## src/rtl/core/cltf_pkg.sv

```systemverilog
// Package for the closed tour length and fitness block.
// Field widths, iteration counts, controller states and the command/status
// structs shared by the controller, the datapath and the top level.
package cltf_pkg;

   localparam int COORD_W   = 19;
   localparam int ABS_W     = 19;
   localparam int SQ_W      = 2 * ABS_W;
   localparam int RAD_W     = 40;
   localparam int ROOT_W    = RAD_W / 2;
   localparam int REM_W     = ROOT_W + 1;
   localparam int LEN_W     = 40;
   localparam int RANGE_W   = 16;
   localparam int REQ_DATA_W = 40;
   localparam int RSP_DATA_W = 2 * LEN_W;

   localparam int ROOT_STEPS = ROOT_W;
   localparam int DIV_STEPS  = LEN_W;
   localparam int CNT_W      = $clog2(DIV_STEPS);

   localparam logic [RANGE_W-1:0] RANGE_RESET = RANGE_W'(1000);
   localparam logic [LEN_W-1:0]   LEN_MAX     = {LEN_W{1'b1}};

   typedef enum logic [3:0] {
      S_IDLE,
      S_DIFF,
      S_SQ_X,
      S_SQ_Y,
      S_ROOT_INIT,
      S_ROOT,
      S_ACC,
      S_RANGE_SQ,
      S_DIV_INIT,
      S_DIV,
      S_FINISH
   } ctrl_state_type;

   typedef enum logic [3:0] {
      OP_NONE,
      OP_TAKE,
      OP_DIFF,
      OP_SQ_X,
      OP_SQ_Y,
      OP_SQ_RANGE,
      OP_ROOT_INIT,
      OP_ROOT_STEP,
      OP_ACC,
      OP_DIV_INIT,
      OP_DIV_STEP,
      OP_RESULT
   } dp_op_type;

   typedef struct packed {
      dp_op_type op;
      logic      ref_start;
   } dp_cmd_type;

   typedef struct packed {
      logic mid_tour;
      logic last_city;
      logic div_sat;
   } dp_status_type;

endpackage

```

## src/rtl/core/cltf_ctrl.sv

```systemverilog
// Controller state machine for the closed tour length and fitness block.
// Sequences edge, square root, accumulate and divide steps; owns the result
// valid flag. Depends on cltf_pkg.
module cltf_ctrl import cltf_pkg::*; (
   input  logic          clock,
   input  logic          reset,
   input  logic          req_tvalid,
   input  logic          req_tlast,
   output logic          req_tready,
   output logic          rsp_tvalid,
   input  logic          rsp_tready,
   input  dp_status_type status,
   output dp_cmd_type    cmd
);

   ctrl_state_type   state_ff, state_in;
   logic             closing_ff, closing_in;
   logic [CNT_W-1:0] cnt_ff, cnt_in;
   logic             rsp_valid_ff, rsp_valid_in;

   always_ff @(posedge clock) begin
      if (reset) begin
         state_ff     <= S_IDLE;
         closing_ff   <= 1'b0;
         cnt_ff       <= '0;
         rsp_valid_ff <= 1'b0;
      end else begin
         state_ff     <= state_in;
         closing_ff   <= closing_in;
         cnt_ff       <= cnt_in;
         rsp_valid_ff <= rsp_valid_in;
      end
   end

   always_comb begin
      state_in      = state_ff;
      closing_in    = closing_ff;
      cnt_in        = cnt_ff;
      rsp_valid_in  = rsp_valid_ff & ~rsp_tready;
      cmd.op        = OP_NONE;
      cmd.ref_start = closing_ff;
      req_tready    = 1'b0;
      case (state_ff)
         S_IDLE: begin
            req_tready = 1'b1;
            if (req_tvalid) begin
               cmd.op = OP_TAKE;
               if (!status.mid_tour) begin
                  // first city: only a single-city tour needs an edge
                  closing_in = 1'b1;
                  if (req_tlast) begin
                     state_in = S_DIFF;
                  end
               end else begin
                  closing_in = 1'b0;
                  state_in   = S_DIFF;
               end
            end
         end
         S_DIFF: begin
            cmd.op   = OP_DIFF;
            state_in = S_SQ_X;
         end
         S_SQ_X: begin
            cmd.op   = OP_SQ_X;
            state_in = S_SQ_Y;
         end
         S_SQ_Y: begin
            cmd.op   = OP_SQ_Y;
            state_in = S_ROOT_INIT;
         end
         S_ROOT_INIT: begin
            cmd.op   = OP_ROOT_INIT;
            cnt_in   = '0;
            state_in = S_ROOT;
         end
         S_ROOT: begin
            cmd.op = OP_ROOT_STEP;
            cnt_in = cnt_ff + CNT_W'(1);
            if (cnt_ff == CNT_W'(ROOT_STEPS - 1)) begin
               state_in = S_ACC;
            end
         end
         S_ACC: begin
            cmd.op = OP_ACC;
            if (closing_ff) begin
               state_in = S_RANGE_SQ;
            end else if (status.last_city) begin
               closing_in = 1'b1;
               state_in   = S_DIFF;
            end else begin
               state_in = S_IDLE;
            end
         end
         S_RANGE_SQ: begin
            cmd.op   = OP_SQ_RANGE;
            state_in = S_DIV_INIT;
         end
         S_DIV_INIT: begin
            cmd.op   = OP_DIV_INIT;
            cnt_in   = '0;
            state_in = S_DIV;
         end
         S_DIV: begin
            if (status.div_sat) begin
               state_in = S_FINISH;
            end else begin
               cmd.op = OP_DIV_STEP;
               cnt_in = cnt_ff + CNT_W'(1);
               if (cnt_ff == CNT_W'(DIV_STEPS - 1)) begin
                  state_in = S_FINISH;
               end
            end
         end
         S_FINISH: begin
            if (!rsp_valid_ff || rsp_tready) begin
               cmd.op       = OP_RESULT;
               rsp_valid_in = 1'b1;
               closing_in   = 1'b0;
               state_in     = S_IDLE;
            end
         end
         default: begin
            state_in = S_IDLE;
         end
      endcase
   end

   assign rsp_tvalid = rsp_valid_ff;

endmodule

```

## src/rtl/core/cltf_dp.sv

```systemverilog
// Datapath for the closed tour length and fitness block: city registers,
// shared squarer, bit-pair square root, saturating sum, restoring divider
// and result register. Driven by cltf_ctrl commands; depends on cltf_pkg.
module cltf_dp import cltf_pkg::*; (
   input  logic                      clock,
   input  logic                      reset,
   input  logic                      csr_wr_en,
   input  logic [RANGE_W-1:0]        csr_wr_data,
   input  logic signed [COORD_W-1:0] city_x,
   input  logic signed [COORD_W-1:0] city_y,
   input  logic                      last_city,
   input  dp_cmd_type                cmd,
   output dp_status_type             status,
   output logic [LEN_W-1:0]          tour_length,
   output logic [LEN_W-1:0]          tour_fitness,
   output logic                      zero_length
);

   logic [RANGE_W-1:0]        range_ff;
   logic                      mid_ff;
   logic signed [COORD_W-1:0] cur_x_ff, cur_y_ff;
   logic signed [COORD_W-1:0] start_x_ff, start_y_ff;
   logic signed [COORD_W-1:0] prior_x_ff, prior_y_ff;
   logic                      last_ff;
   logic [ABS_W-1:0]          adx_ff, ady_ff;
   logic [SQ_W-1:0]           sqa_ff, sqb_ff;
   logic [RAD_W-1:0]          rad_ff;
   logic [REM_W-1:0]          rrem_ff;
   logic [ROOT_W-1:0]         root_ff;
   logic [LEN_W-1:0]          sum_ff;
   logic [LEN_W-1:0]          drem_ff, dq_ff;
   logic                      dsat_ff;
   logic [LEN_W-1:0]          len_ff, fit_ff;
   logic                      zero_ff;

   logic signed [COORD_W-1:0] ref_x, ref_y;
   logic signed [COORD_W:0]   dx, dy;
   logic [COORD_W:0]          dx_abs, dy_abs;
   logic [ABS_W-1:0]          mul_op;
   logic [SQ_W-1:0]           mul_p;
   logic [REM_W+1:0]          rem_sh;
   logic [REM_W:0]            trial;
   logic                      root_ge;
   logic [REM_W+1:0]          rem_sub;
   logic [LEN_W:0]            acc_sum;
   logic [31:0]               r2;
   logic [LEN_W-1:0]          div_hi;
   logic [LEN_W:0]            drem_sh;
   logic                      div_ge;
   logic [LEN_W:0]            drem_sub;

   assign ref_x  = cmd.ref_start ? start_x_ff : prior_x_ff;
   assign ref_y  = cmd.ref_start ? start_y_ff : prior_y_ff;
   assign dx     = {cur_x_ff[COORD_W-1], cur_x_ff} - {ref_x[COORD_W-1], ref_x};
   assign dy     = {cur_y_ff[COORD_W-1], cur_y_ff} - {ref_y[COORD_W-1], ref_y};
   assign dx_abs = dx[COORD_W] ? -dx : dx;
   assign dy_abs = dy[COORD_W] ? -dy : dy;

   always_comb begin
      case (cmd.op)
         OP_SQ_Y:     mul_op = ady_ff;
         OP_SQ_RANGE: mul_op = ABS_W'(range_ff);
         default:     mul_op = adx_ff;
      endcase
   end
   assign mul_p = mul_op * mul_op;

   // one result bit per cycle from the top bit pair of the radicand
   assign rem_sh  = {rrem_ff, rad_ff[RAD_W-1 -: 2]};
   assign trial   = {root_ff, 2'b01};
   assign root_ge = rem_sh >= {1'b0, trial};
   assign rem_sub = rem_sh - {1'b0, trial};

   assign acc_sum = {1'b0, sum_ff} + (LEN_W+1)'(root_ff);

   // numerator is r^2 << 32; the quotient overflows 40 bits when the numerator's top
   // 24 bits are not below the length
   assign r2       = sqa_ff[31:0];
   assign div_hi   = LEN_W'(r2[31:8]);
   assign drem_sh  = {drem_ff, dq_ff[LEN_W-1]};
   assign div_ge   = drem_sh >= {1'b0, sum_ff};
   assign drem_sub = drem_sh - {1'b0, sum_ff};

   always_ff @(posedge clock) begin
      if (reset) begin
         range_ff <= RANGE_RESET;
         mid_ff   <= 1'b0;
         sum_ff   <= '0;
      end else begin
         if (csr_wr_en) begin
            range_ff <= csr_wr_data;
         end
         case (cmd.op)
            OP_TAKE: begin
               if (!mid_ff) begin
                  mid_ff <= 1'b1;
                  sum_ff <= '0;
               end
            end
            OP_ACC: begin
               sum_ff <= acc_sum[LEN_W] ? LEN_MAX : acc_sum[LEN_W-1:0];
            end
            OP_RESULT: begin
               mid_ff <= 1'b0;
               sum_ff <= '0;
            end
            default: begin
            end
         endcase
      end
   end

   always_ff @(posedge clock) begin
      case (cmd.op)
         OP_TAKE: begin
            cur_x_ff <= city_x;
            cur_y_ff <= city_y;
            last_ff  <= last_city;
            if (!mid_ff) begin
               start_x_ff <= city_x;
               start_y_ff <= city_y;
               prior_x_ff <= city_x;
               prior_y_ff <= city_y;
            end
         end
         OP_DIFF: begin
            adx_ff     <= dx_abs[ABS_W-1:0];
            ady_ff     <= dy_abs[ABS_W-1:0];
            prior_x_ff <= cur_x_ff;
            prior_y_ff <= cur_y_ff;
         end
         OP_SQ_X, OP_SQ_RANGE: begin
            sqa_ff <= mul_p;
         end
         OP_SQ_Y: begin
            sqb_ff <= mul_p;
         end
         OP_ROOT_INIT: begin
            rad_ff  <= RAD_W'(sqa_ff) + RAD_W'(sqb_ff);
            rrem_ff <= '0;
            root_ff <= '0;
         end
         OP_ROOT_STEP: begin
            rad_ff  <= {rad_ff[RAD_W-3:0], 2'b00};
            rrem_ff <= root_ge ? rem_sub[REM_W-1:0] : rem_sh[REM_W-1:0];
            root_ff <= {root_ff[ROOT_W-2:0], root_ge};
         end
         OP_DIV_INIT: begin
            drem_ff <= div_hi;
            dq_ff   <= {r2[7:0], 32'd0};
            dsat_ff <= div_hi >= sum_ff;
         end
         OP_DIV_STEP: begin
            drem_ff <= div_ge ? drem_sub[LEN_W-1:0] : drem_sh[LEN_W-1:0];
            dq_ff   <= {dq_ff[LEN_W-2:0], div_ge};
         end
         OP_RESULT: begin
            len_ff  <= sum_ff;
            fit_ff  <= dsat_ff ? LEN_MAX : dq_ff;
            zero_ff <= sum_ff == '0;
         end
         default: begin
         end
      endcase
   end

   assign status.mid_tour  = mid_ff;
   assign status.last_city = last_ff;
   assign status.div_sat   = dsat_ff;
   assign tour_length      = len_ff;
   assign tour_fitness     = fit_ff;
   assign zero_length      = zero_ff;

endmodule

```

## src/rtl/core/closed_tour_length_fitness.sv

```systemverilog
// Closed tour length and fitness. A city that closes no edge is only taken;
// any other city runs a difference, x and y squares, a root init, the bit-pair
// square root steps and an accumulate; the closing edge, a range square and a
// restoring divide end the tour, then it waits for the result register to drain.
// Synchronous active-high reset: range_km returns to 1000, tour state clears.
// Depends on cltf_pkg, cltf_ctrl and cltf_dp.
module closed_tour_length_fitness import cltf_pkg::*; (
   input  logic                  clock,
   input  logic                  reset,
   input  logic                  csr_wr_en,
   input  logic [RANGE_W-1:0]    csr_wr_data,   // range_km
   input  logic                  req_tvalid,
   output logic                  req_tready,
   input  logic [REQ_DATA_W-1:0] req_tdata,     // city_x[18:0], city_y[37:19], zero pad
   input  logic                  req_tlast,     // last_city
   output logic                  rsp_tvalid,
   input  logic                  rsp_tready,
   output logic [RSP_DATA_W-1:0] rsp_tdata,     // tour_length[39:0], tour_fitness[79:40]
   output logic                  rsp_tuser      // zero_length
);

   dp_cmd_type          cmd;
   dp_status_type       status;
   logic [LEN_W-1:0]    tour_length, tour_fitness;

   cltf_ctrl u_ctrl (
      .clock      (clock),
      .reset      (reset),
      .req_tvalid (req_tvalid),
      .req_tlast  (req_tlast),
      .req_tready (req_tready),
      .rsp_tvalid (rsp_tvalid),
      .rsp_tready (rsp_tready),
      .status     (status),
      .cmd        (cmd)
   );

   cltf_dp u_dp (
      .clock        (clock),
      .reset        (reset),
      .csr_wr_en    (csr_wr_en),
      .csr_wr_data  (csr_wr_data),
      .city_x       (req_tdata[COORD_W-1:0]),
      .city_y       (req_tdata[2*COORD_W-1:COORD_W]),
      .last_city    (req_tlast),
      .cmd          (cmd),
      .status       (status),
      .tour_length  (tour_length),
      .tour_fitness (tour_fitness),
      .zero_length  (rsp_tuser)
   );

   assign rsp_tdata = {tour_fitness, tour_length};

endmodule

```

## config.mk

```make
export PLATFORM = sky130hd
export DESIGN_NAME = closed_tour_length_fitness
export DESIGN_NICKNAME = d
export VERILOG_FILES = /design/src/rtl/core/cltf_pkg.sv /design/src/rtl/core/cltf_ctrl.sv /design/src/rtl/core/cltf_dp.sv /design/src/rtl/core/closed_tour_length_fitness.sv
export SDC_FILE = /design/constraint.sdc
export NUM_CORES = 2
export LEC_CHECK = 0
export ABC_AREA = 1
export BUFFER_PORTS_ARGS = -buffer_cell sky130_fd_sc_hd__buf_2
export CAP_MARGIN = 25
export CORE_UTILIZATION = 45
export CTS_CLUSTER_DIAMETER = 100
export CTS_CLUSTER_SIZE = 14
export DETAILED_ROUTE_END_ITERATION = 7
export MAX_ROUTING_LAYER = met4
export PLACE_DENSITY = 0.67
export SYNTH_ARGS = -nofsm -noshare
export SYNTH_HDL_FRONTEND = slang
export SYNTH_SLANG_ARGS = --single-unit
```

## constraint.sdc

```tcl
create_clock -name clock -period 8.55 [get_ports clock]
set_clock_uncertainty 0.15 [all_clocks]
set_input_delay 0.855 -clock clock [delete_from_list [all_inputs] [get_ports clock]]
set_output_delay 0.855 -clock clock [all_outputs]
set_load 0.005 [all_outputs]
```

After elaboration in Yosys (flattened, before gate mapping)
Index checks and enable logic that the tools add are counted.

word-level totals
  bits of input ports = 62
  bits in registers = 541

operators by class
  $lt $le $gt $ge = 3
  eq/ne operators = 30
  bitwise gates (word level) = 3
  add/sub/neg operators = 9
  multiplexer cells = 45
  reduce and logical (&&, ||, !) cells = 19
  multiply operators = 1

operators by type and width
  kind                                                                   number
  40-bit one-hot mux with 2 select lines                                 3
  40-bit two-way mux                                                     3
  40-bit one-hot mux with 3 select lines                                 1
  19-bit two-way mux                                                     6
  19-bit one-hot mux with 2 select lines                                 3
  4-bit one-hot mux with 11 select lines                                 2
  21-bit one-hot mux with 2 select lines                                 1
  40-bit by 20-bit adder with 41-bit output                              1
  41-bit by 40-bit >= comparator with 1-bit output                       1
  24-bit by 40-bit >= comparator with 1-bit output                       1
  40-bit logical NOT                                                     1
  4-bit two-way mux                                                      10
  20-bit one-hot mux with 2 select lines                                 1
  19-bit by 19-bit subtractor with 20-bit output                         2
  40-bit subtractor                                                      1
  38-bit by 38-bit adder with 39-bit output                              1
  19-bit by 19-bit multiplier with 38-bit output                         1
  19-bit negator                                                         2
  4-bit by 3-bit equality test with 1-bit output, second input constant  8
  4-bit equality test, second input constant                             7
  23-bit by 22-bit >= comparator with 1-bit output                       1
  21-bit two-way mux                                                     1
  21-bit subtractor                                                      1
  6-bit one-hot mux with 3 select lines                                  1
  other kinds (24)                                                       50

Logic depth before layout (Yosys ltp)
  depth in word-level cells = 7
  gate-level depth with buffers = 33
  gate-level depth less buffers = 31

Modules after synthesis
A second synthesis with hierarchy kept.

unflattened totals
  cell total of the unflattened synthesis = 5050
  area total of the unflattened synthesis = 42793.5 sq um

modules (own cells, without submodules)
  module     cells an instance  area each (sq um)  instances
  cltf_dp    4904               41900.2            1
  cltf_ctrl  146                893.4              1

Worst setup path after synthesis
No wires, ideal clock.

  path type = register to register
  from = register u_ctrl.state_ff[0]
  to = register u_dp.sqa_ff[33] (data pin)
  stages on the path, launching flop included = 29
  path slack = 1.614 ns
  data arrival time = 6.523 ns
  setup time = 0.264 ns
  path through = dfxtp_1 nand2_2 nor2_4 buf_2 nand2_1 o21ai_0 a21oi_1 buf_2 nor2_1 inv_1 fa_1 inv_1 fa_1 inv_1 fa_1 fa_1 fa_1 fa_1 inv_1 ha_1 nand2_1 nor2_1 nand2_1 o211ai_1 a21oi_1 o21bai_1 nand2_1 nand2_1 xor2_1

on the way
  word-level cells in the longest chain between the ends = 5
  elaborated cells between the ends (all ways) = 16
  those cells by class = mul: 1; eq/ne: 12; mux: 2; reduce/logical: 1

ends and longest elaborated chain
  what                                                line             source
  start, declared                                     cltf_ctrl.sv:16  ctrl_state_type state_ff, state_in;
  start signal, assigned                              cltf_ctrl.sv:28  state_ff <= state_in;
  4-bit equality test, or another cell as far along   cltf_ctrl.sv:43  case (state_ff)
  4-bit one-hot mux with 11 select lines (*)          cltf_ctrl.sv:43
  4-bit by 3-bit equality test with 1-bit output      cltf_dp.sv:60    case (cmd.op)
  19-bit one-hot mux with 2 select lines (*)          cltf_dp.sv:60
  19-bit by 19-bit multiplier with 38-bit output (*)  cltf_dp.sv:66    assign mul_p = mul_op * mul_op;
  named net u_dp.mul_p[33]                            cltf_dp.sv:40    logic [SQ_W-1:0] mul_p;
  end signal, assigned                                cltf_dp.sv:133   sqa_ff <= mul_p;
  end, declared                                       cltf_dp.sv:26    logic [SQ_W-1:0] sqa_ff, sqb_ff;

The timed path passes the listed nets; every way through them passes the cells marked *.
A chain may end at the register's enable or synchronous reset.

Final worst setup path
  from = register u_ctrl.state_ff[2]
  to = register u_dp.sqa_ff[33] (data pin)

The elaborated chain is that of the path after synthesis.

==> results_dict.tcl <==
set metrics [dict create \
    syn_area_um2 42300 \
    clk_pin_slew_ps 70 \
    rsz0062_at_grt "false" \
    fillCellCount 9002 \
    grt_most_used_layer "met2" \
    ant_nets 0 \
    post_cts_buffers 0 \
    worstSetupPathType "flip-flop to flip-flop" \
    clockBufferDepth 3 \
    r2r_end "u_dp.sqa_ff[33]" \
    worstSetupEndpointType "flip-flop" \
    post-route-min-period_ps 7680 \
    r2r_start "u_ctrl.state_ff[2]" \
    drv_cap 0 \
    clock.fmax_mhz 130 \
    drtIter0Drc 2175 \
    syn-num-nets 5586 \
    crit_top_cell "inv_1" \
    synth_area_leaders "edfxtp_1 33%, fa_1 12%, nand2_1 10%" \
    drt-total-wl_mm 111 \
    r2r_cells 29 \
    cts_hold_buf 0 \
    synth-seq-area-share_pct 36.7 \
    path_delay_family "adder cells" \
    die_y_um 308 \
    worst_hold_path.num_cells 1 \
    yosysTopAreaCell "edfxtp_1" \
    die_width_um 308 \
    stdcell_count 6383 \
    gp_congestion 0.971 \
    grt_use_met2_pct 41.3 \
    clock-root-buffer "clkbuf_16" \
    tns_ps 0 \
    drive_gt1_share_pct 6.61 \
    cpPeakStageDelay_ps 540 \
    status "finished, final reports clean" \
    core_region_area_um2 93200 \
    row_count 112 \
    worst_slew_pin_slew_ps 1010 \
    clk_latency_ps 640 \
    syn_inst 4966 \
    synth.cells.most_frequent "1123 x nand2_1, 812 x inv_1, 488 x nor2_1, 470 x edfxtp_1, 348 x a21oi_1" \
    placed_area_um2 44400 \
    port_buffers 142 \
    drc 0 \
    cts-buffers-inserted 46 \
    crit_slowest_cell "fa_1" \
    syn2layout_area_growth_pct 8.53 \
    dp_cells 6302 \
    worstHoldStart "req_tdata[10]" \
    fin_crit_sh_pct 89.8 \
    dr_total_vias 33300 \
    grt.met3_usage_pct 2.76 \
    pin_count 145 \
    path_buf_inv 9 \
    slew_headroom_pct 32.5 \
    cts_resized 0 \
    grt_pass1_wl_mm 177 \
    synth_most_common_cell "nand2_1" \
    ys.flop_type "edfxtp_1" \
    grt_max_degree 83 \
    synthArstFlopShare_pct 0 \
    avgSynthCellArea_um2 8.51 \
    slew_viol_final 0 \
    start_kind "flip-flop" \
    ys_types 65 \
    synth-seq-cells 539 \
    final_util_pct 49.2 \
    fin_nets 5718 \
    synth_warnings 0 \
    synth-edff-count 470 \
    die_area_um2 95200 \
    cts_tree "built" \
    drt-vias-per-instance 5.22 \
    initial_core_util_pct 45.4 \
    overflow 0 \
    finalSetupViolCount 0 \
    path_depth 29 \
    finalInstanceArea_um2 45900 \
    grt_pass1_vias 33500 \
    r2r_slack_ps 870 \
    hold_path.class "input port to flip-flop" \
    finalHoldViolCount 0 \
    first_pass_iters 5 \
    cts_sinks 539 \
    use_met1_pct 30.7 \
    htree_levels 2 \
    required_ps 8770 \
    wire_per_inst_um 17.4 \
    dp_hpwl_mm 87.3 \
    grtUsageTotal_pct 24.3 \
    antenna_found_initial 6 \
    hold_end "u_dp.start_x_ff[10]" \
    yosysTopAreaCellShare_pct 33.4 \
    cp.arrival_ps 7900 \
    worstPathMaxFanout 18 \
]
-- state kept, by name (all words and copies together), names as in the netlist, 16 cells and up --
signal / flops
u_dp.tour_fitness: 40
u_dp.rad_ff: 40
u_dp.cur_x_ff: 19
u_dp.sqb_ff: 37
u_dp.dq_ff: 40
u_dp.sqa_ff: 37
u_dp.tour_length: 40
u_dp.rrem_ff: 21
u_dp.prior_x_ff: 19
u_dp.cur_y_ff: 19
u_dp.adx_ff: 19
u_dp.start_y_ff: 19
u_dp.ady_ff: 19
u_dp.range_ff: 16
u_dp.drem_ff: 40
u_dp.sum_ff: 40
u_dp.root_ff: 20
u_dp.prior_y_ff: 19
u_dp.start_x_ff: 19
-- routing by layer --
| metal | up-vias | part of all wire [%] | wire [um] |
|---|---|---|---|
| met1 | 15900 | 44 | 49300 |
| li1 | 16500 | - | - |
| met3 | 171 | 4.9 | 5490 |
| met4 | 0 | 2.5 | 2770 |
| met2 | 809 | 48 | 53700 |
| met5 | - | 0 | 0 |
-- final cells by class --
type / count / area (um2) / area share [%]
tap: 1254 / 1570 / 3.42
clock buffer: 67 / 1270 / 2.77
multi-input combinational: 3497 / 23200 / 50.6
clock inverter: 8 / 130 / 0.284
timing repair buffer: 185 / 1070 / 2.34
antenna: 4 / 10.0 / 0.0218
inverter: 829 / 3110 / 6.79
sequential: 539 / 15500 / 33.8
-- cell families after synthesis --
logic type / after synthesis / share of synthesized area, %
DFF: 539 / 36.7
adders and majority gates: 558 / 21.0
and+or+nand+nor: 1969 / 19.3
AOI/OAI and AO/OA: 775 / 10.2
xor gates and xnor gates: 159 / 3.39
muxes: 36 / 0.852
buffers and inverters: 930 / 8.62
-- metrics by stage --
step           hold WS, ps  setup slack (ps)
2_1_floorplan          259              1610
3_3_place_gp           311               966
3_5_place_dp           318               949
4_1_cts                215               910
5_1_grt                236               257
6_report               257               871
-- cells in the final DEF, fill, tap and decap left out, types with 5 or more instances in the layout --
master	count
and2_1	5
buf_4	41
mux2i_1	36
clkbuf_16	48
xor2_1	94
buf_2	142
o21ai_2	6
clkbuf_1	19
a21boi_0	6
nand2_2	15
or2_2	8
xnor2_1	61
a31oi_1	24
nand4_1	41
nor2_2	11
nand3b_1	16
nand3_1	164
a21oi_1	347
o21a_1	10
dfxtp_1	68
clkinv_1	5
o21bai_1	15
nor2_1	484
o21ai_0	251
o21ai_1	14
nor2_4	11
a211oi_1	10
inv_1	812
ha_1	304
nor3_1	44
o211ai_1	34
nand3_2	6
inv_2	12
fa_1	254
nand2_1	1122
a21oi_2	6
nor4_1	24
a21o_1	31
edfxtp_1	470
-- how the worst max path moves through the flow --
stage,from,endpoint,slack [ps]
after CTS,u_ctrl.state_ff[2],u_dp.sqb_ff[31],910
final,u_ctrl.state_ff[2],u_dp.sqa_ff[33],870
after global routing,u_ctrl.state_ff[3],u_dp.sqb_ff[31],260
after global placement,u_ctrl.state_ff[3],u_dp.sqa_ff[31],970
after detailed placement,u_ctrl.state_ff[2],u_dp.sqa_ff[33],950
after floorplan,u_ctrl.state_ff[0],u_dp.sqa_ff[33],1610
Power is left out: the tool's default activity adds up to more than one toggle a clock period on the data nets, which glitch-free logic cannot reach.
